**config.mk**
```make
export PLATFORM = sky130hd
export DESIGN_NAME = llrlc_read_calc
export DESIGN_NICKNAME = d
export VERILOG_FILES = /design/src/hdl/llrlc_pkg.sv /design/src/hdl/llrlc_read_calc.sv
export SDC_FILE = /design/constraint.sdc
export NUM_CORES = 1
export LEC_CHECK = 0
export ABC_AREA = 1
export BUFFER_PORTS_ARGS = -buffer_cell sky130_fd_sc_hd__buf_2
export CAP_MARGIN = 20
export CORE_MARGIN = 2
export CORE_UTILIZATION = 41
export DETAILED_ROUTE_END_ITERATION = 8
export SLEW_MARGIN = 20
export SYNTH_ARGS = -nofsm -noshare
export SYNTH_HDL_FRONTEND = slang
export SYNTH_SLANG_ARGS = --single-unit
```
**constraint.sdc**
```tcl
create_clock -name vclk -period 7.3
set_input_delay 0 -clock vclk [all_inputs]
set_output_delay 0 -clock vclk [all_outputs]
set_load 0.03 [all_outputs]
```
**src/hdl/llrlc_pkg.sv**
```systemverilog
// Shared types and constants for the levelled trace ring.
`timescale 1ns / 1ps

package llrlc_pkg;

    // Ring depth must be a power of two; slot indexes are low cursor bits.
    localparam int RING_DEPTH = 64;
    localparam int RING_AW    = $clog2(RING_DEPTH);

    localparam logic [31:0] SAT_MAX = 32'hFFFF_FFFF;

    typedef enum logic [1:0] {
        OP_WRITE = 2'd0,
        OP_READ  = 2'd1,
        OP_DROP  = 2'd2,
        OP_NONE  = 2'd3
    } t_opcode;

    typedef struct packed {
        logic        line;        // a line is returned
        logic [31:0] cursor;      // cursor after skip and advance
        logic [31:0] lost;        // lost count for this request
    } t_read_res;

    function automatic logic [31:0] sat_add32(input logic [31:0] a, input logic [31:0] b);
        logic [32:0] s;
        s = {1'b0, a} + {1'b0, b};
        return s[32] ? SAT_MAX : s[31:0];
    endfunction

endpackage

```
**src/hdl/llrlc_read_calc.sv**
```systemverilog
// Cursor skip, loss count and line check for a read request.
`timescale 1ns / 1ps

module llrlc_read_calc import llrlc_pkg::*; (
    input  logic [31:0] i_cursor,
    input  logic [31:0] i_lines_written,
    input  logic [31:0] i_drops,
    output t_read_res   o_res
);

    localparam logic [31:0] DEPTH_W = 32'(RING_DEPTH);

    logic [31:0] oldest;
    logic        has_line;
    logic        skip;
    logic [31:0] cur_skip;
    logic [31:0] lost_base;

    always_comb begin
        oldest    = (i_lines_written > DEPTH_W) ? (i_lines_written - DEPTH_W) : '0;
        has_line  = (i_cursor < i_lines_written);
        skip      = (i_cursor < oldest);
        cur_skip  = skip ? oldest : i_cursor;
        lost_base = has_line ? i_drops : '0;

        o_res.line   = has_line;
        o_res.cursor = has_line ? (cur_skip + 32'd1) : i_cursor;
        o_res.lost   = skip ? sat_add32(lost_base, oldest - i_cursor) : lost_base;
    end

endmodule

```
==> impl_metrics.yaml <==
place:
  place_area_um2: 8456
  dpl_worst_slack_ns: 1.126
  gp_congestion: 1.003
  port_buffers: 161
  dpl.hpwl_mm: 22.69
die:
  die_height_um: 139.5
  num_rows: 49
  fp.dieArea_um2: 19450
  num_io_pins: 161
  fp.dieW_um: 139.5
  initial_core_util_pct: 41.88
  coreArea_um2: 17960
power:
  powerDensity_nw_per_um2: 145.0
  peakVddDrop_v: 0.0001109
  p_switching_w: 0.0008168
  power_frac_seq_pct: 0
  power_frac_comb_pct: 100.0
  leakage_nw: 4.851
  total_power_w: 0.001226
  swShare_pct: 66.62
  clkPwrFrac_pct: 0
  intPower_w: 0.0004092
logic_synthesis:
  synth_top_area_share_pct: 21.70
  yosysTopAreaCell: "nand2_1"
  ys_warn_count: 0
  syn-num-nets: 1587
  netlist-cell-type-count: 50
  syn_avg_cell_area_um2: 5.401
  ys_top_cells_by_area: "nand2_1 (22%), ha_1 (16%), inv_1 (9.4%)"
  yosysMostFrequentCell: "nand2_1"
  syn-cell-area_um2: 7523
  synthTopCellsByCount: "nand2_1 (435), inv_1 (188), nor2_1 (139)"
  netlist_instances: 1393
  yosysSeqAreaShare_pct: 0
critical_path:
  crit_fanout: 28
  slowest_stage: "inv_1"
  critPathRequiredTime_ns: 7.30
  cp-end-kind: "output port"
  cp_common_cell: "nand2_1"
  arrival_ns: 6.21
  worst-setup-path-type: "primary input to output port"
  crit_path_start_kind: "primary input"
  max_stage_delay_ns: 0.48
timing:
  rsz0062_at_grt: "false"
  setup_slack_ns: 1.093
  clock.fmax_mhz: 161.1
  finalSetupTns_ns: 0
  worstMarginPinSlew_ns: 1.090
  report.final.slew_viol_count: 0
  slew_headroom_pct: 27.27
  timing.final.crit_share_pct: 85.03
  min_period_ns: 6.207
  hold_violations: 0
  setup_viol_count_final: 0
clock_network:
  postCtsSetupRepairBufs: 0
  post_cts_resized: 0
  cts_hold_buf: 0
drt:
  antenna_left: 0
  drt-total-wl_mm: 26.59
  drtIter0Drc: 592
  num_vias: 9183
  routed_via_density: 5.241
  drcViolationCount: 0
  first_pass_iters: 5
  wire_per_inst_um: 15.18
layout:
  fillers: 2103
  nClkBuffers: 0
  n_antenna_cell: 0
  finalInstanceArea_um2: 8456
  drive_gt1_share_pct: 15.04
  seqCellArea_um2: 0
  finalNetCount: 1719
  synthToLayoutAreaGrowth_pct: 12.39
  nFlopsAndLatches: 0
global_routing:
  antenna_found_initial: 0
  global_route.usage.met2_pct: 42.23
  grtUsageTotal_pct: 26.11
  first_global_vias: 8582
  gr-usage-met1_pct: 38.20
  grt_use_met3_pct: 1.170
  overflow: 0
  grt-busiest-layer: "met2"
  grt_max_degree: 81
  grt_pass1_wl_mm: 42.35
status:
  outcome: "finished, final reports clean"
flow_run:
  cap_violations: 0
min_path:
  min_path_type: "primary input to output port"
-- layout by cell type (no fill, tap or decap), drive strengths merged, types with 6 or more instances in the layout --
master / count
inv: 194
nand3: 92
nand3b: 8
nor3: 16
a31oi: 21
ha: 96
o21bai: 6
o211ai: 6
o21ai: 38
nand2: 465
nor2: 159
xnor2: 28
a21oi: 91
xor2: 44
nand4: 18
o21a: 10
buf: 165
a22oi: 28
-- cell families (layout without fill, tap and decap cells) --
kind of cell | Yosys count | count (layout) | synth area share [%]
and+or+nand+nor | 766 | 766 | 44.40
buffers and inverters | 229 | 359 | 12.44
AOI/OAI and AO/OA | 228 | 228 | 18.28
adders and majority gates | 98 | 98 | 16.50
xor gates and xnor gates | 72 | 72 | 8.382
-- path summary, 6_finish.rpt --
| path | from | end | slack [ns] | cells past startpoint |
|---|---|---|---|---|
| min | i_drops[31] | o_res[31] | 0.39 | 4 |
| max | i_lines_written[6] | o_res[8] | 1.09 | 38 |
-- stage by stage --
step	utilization [%]	hold slack, ns	std cells
after global placement	47.07	0.3991	1752
after global routing	47.07	0.4031	1752
after floorplan	-	0.2111	1393
final	47.07	0.3946	1752
after CTS	47.07	0.3976	1752
after detailed placement	47.07	0.3958	1752
-- power by group through the flow --
| stage | logic [W] | registers (W) | clock network, W |
|---|---|---|---|
| after detailed placement | 0.00122 | 0 | 0 |
| after CTS | 0.00122 | 0 | 0 |
| final | 0.00123 | 0 | 0 |
| after floorplan | 0.000927 | 0 | 0 |
| after global routing | 0.00136 | 0 | 0 |
| after global placement | 0.00121 | 0 | 0 |
-- routing by layer --
layer  vias up  part of all wire, %
met5         -                    0
met4         0                  2.5
met2       309                   43
li1       4830                    -
met3        33                  6.6
met1      4011                   48
-- critical path: cells and delay by family --
| family | cells | cell delay, ns |
|---|---|---|
| AOI/OAI and AO/OA | 7 | 1.26 |
| xor gates and xnor gates | 1 | 0.17 |
| adders and majority gates | 3 | 0.92 |
| buffers and inverters | 7 | 1.44 |
| and+or+nand+nor | 20 | 2.38 |
-- area by class of cell --
type | instances | area (um2) | area share (%)
multi-input combinational | 1164 | 6605 | 78.11
timing repair buffer | 165 | 835.8 | 9.885
inverter | 194 | 728.2 | 8.612
tap | 229 | 286.5 | 3.389
Power figures use the tool's default switching activity.
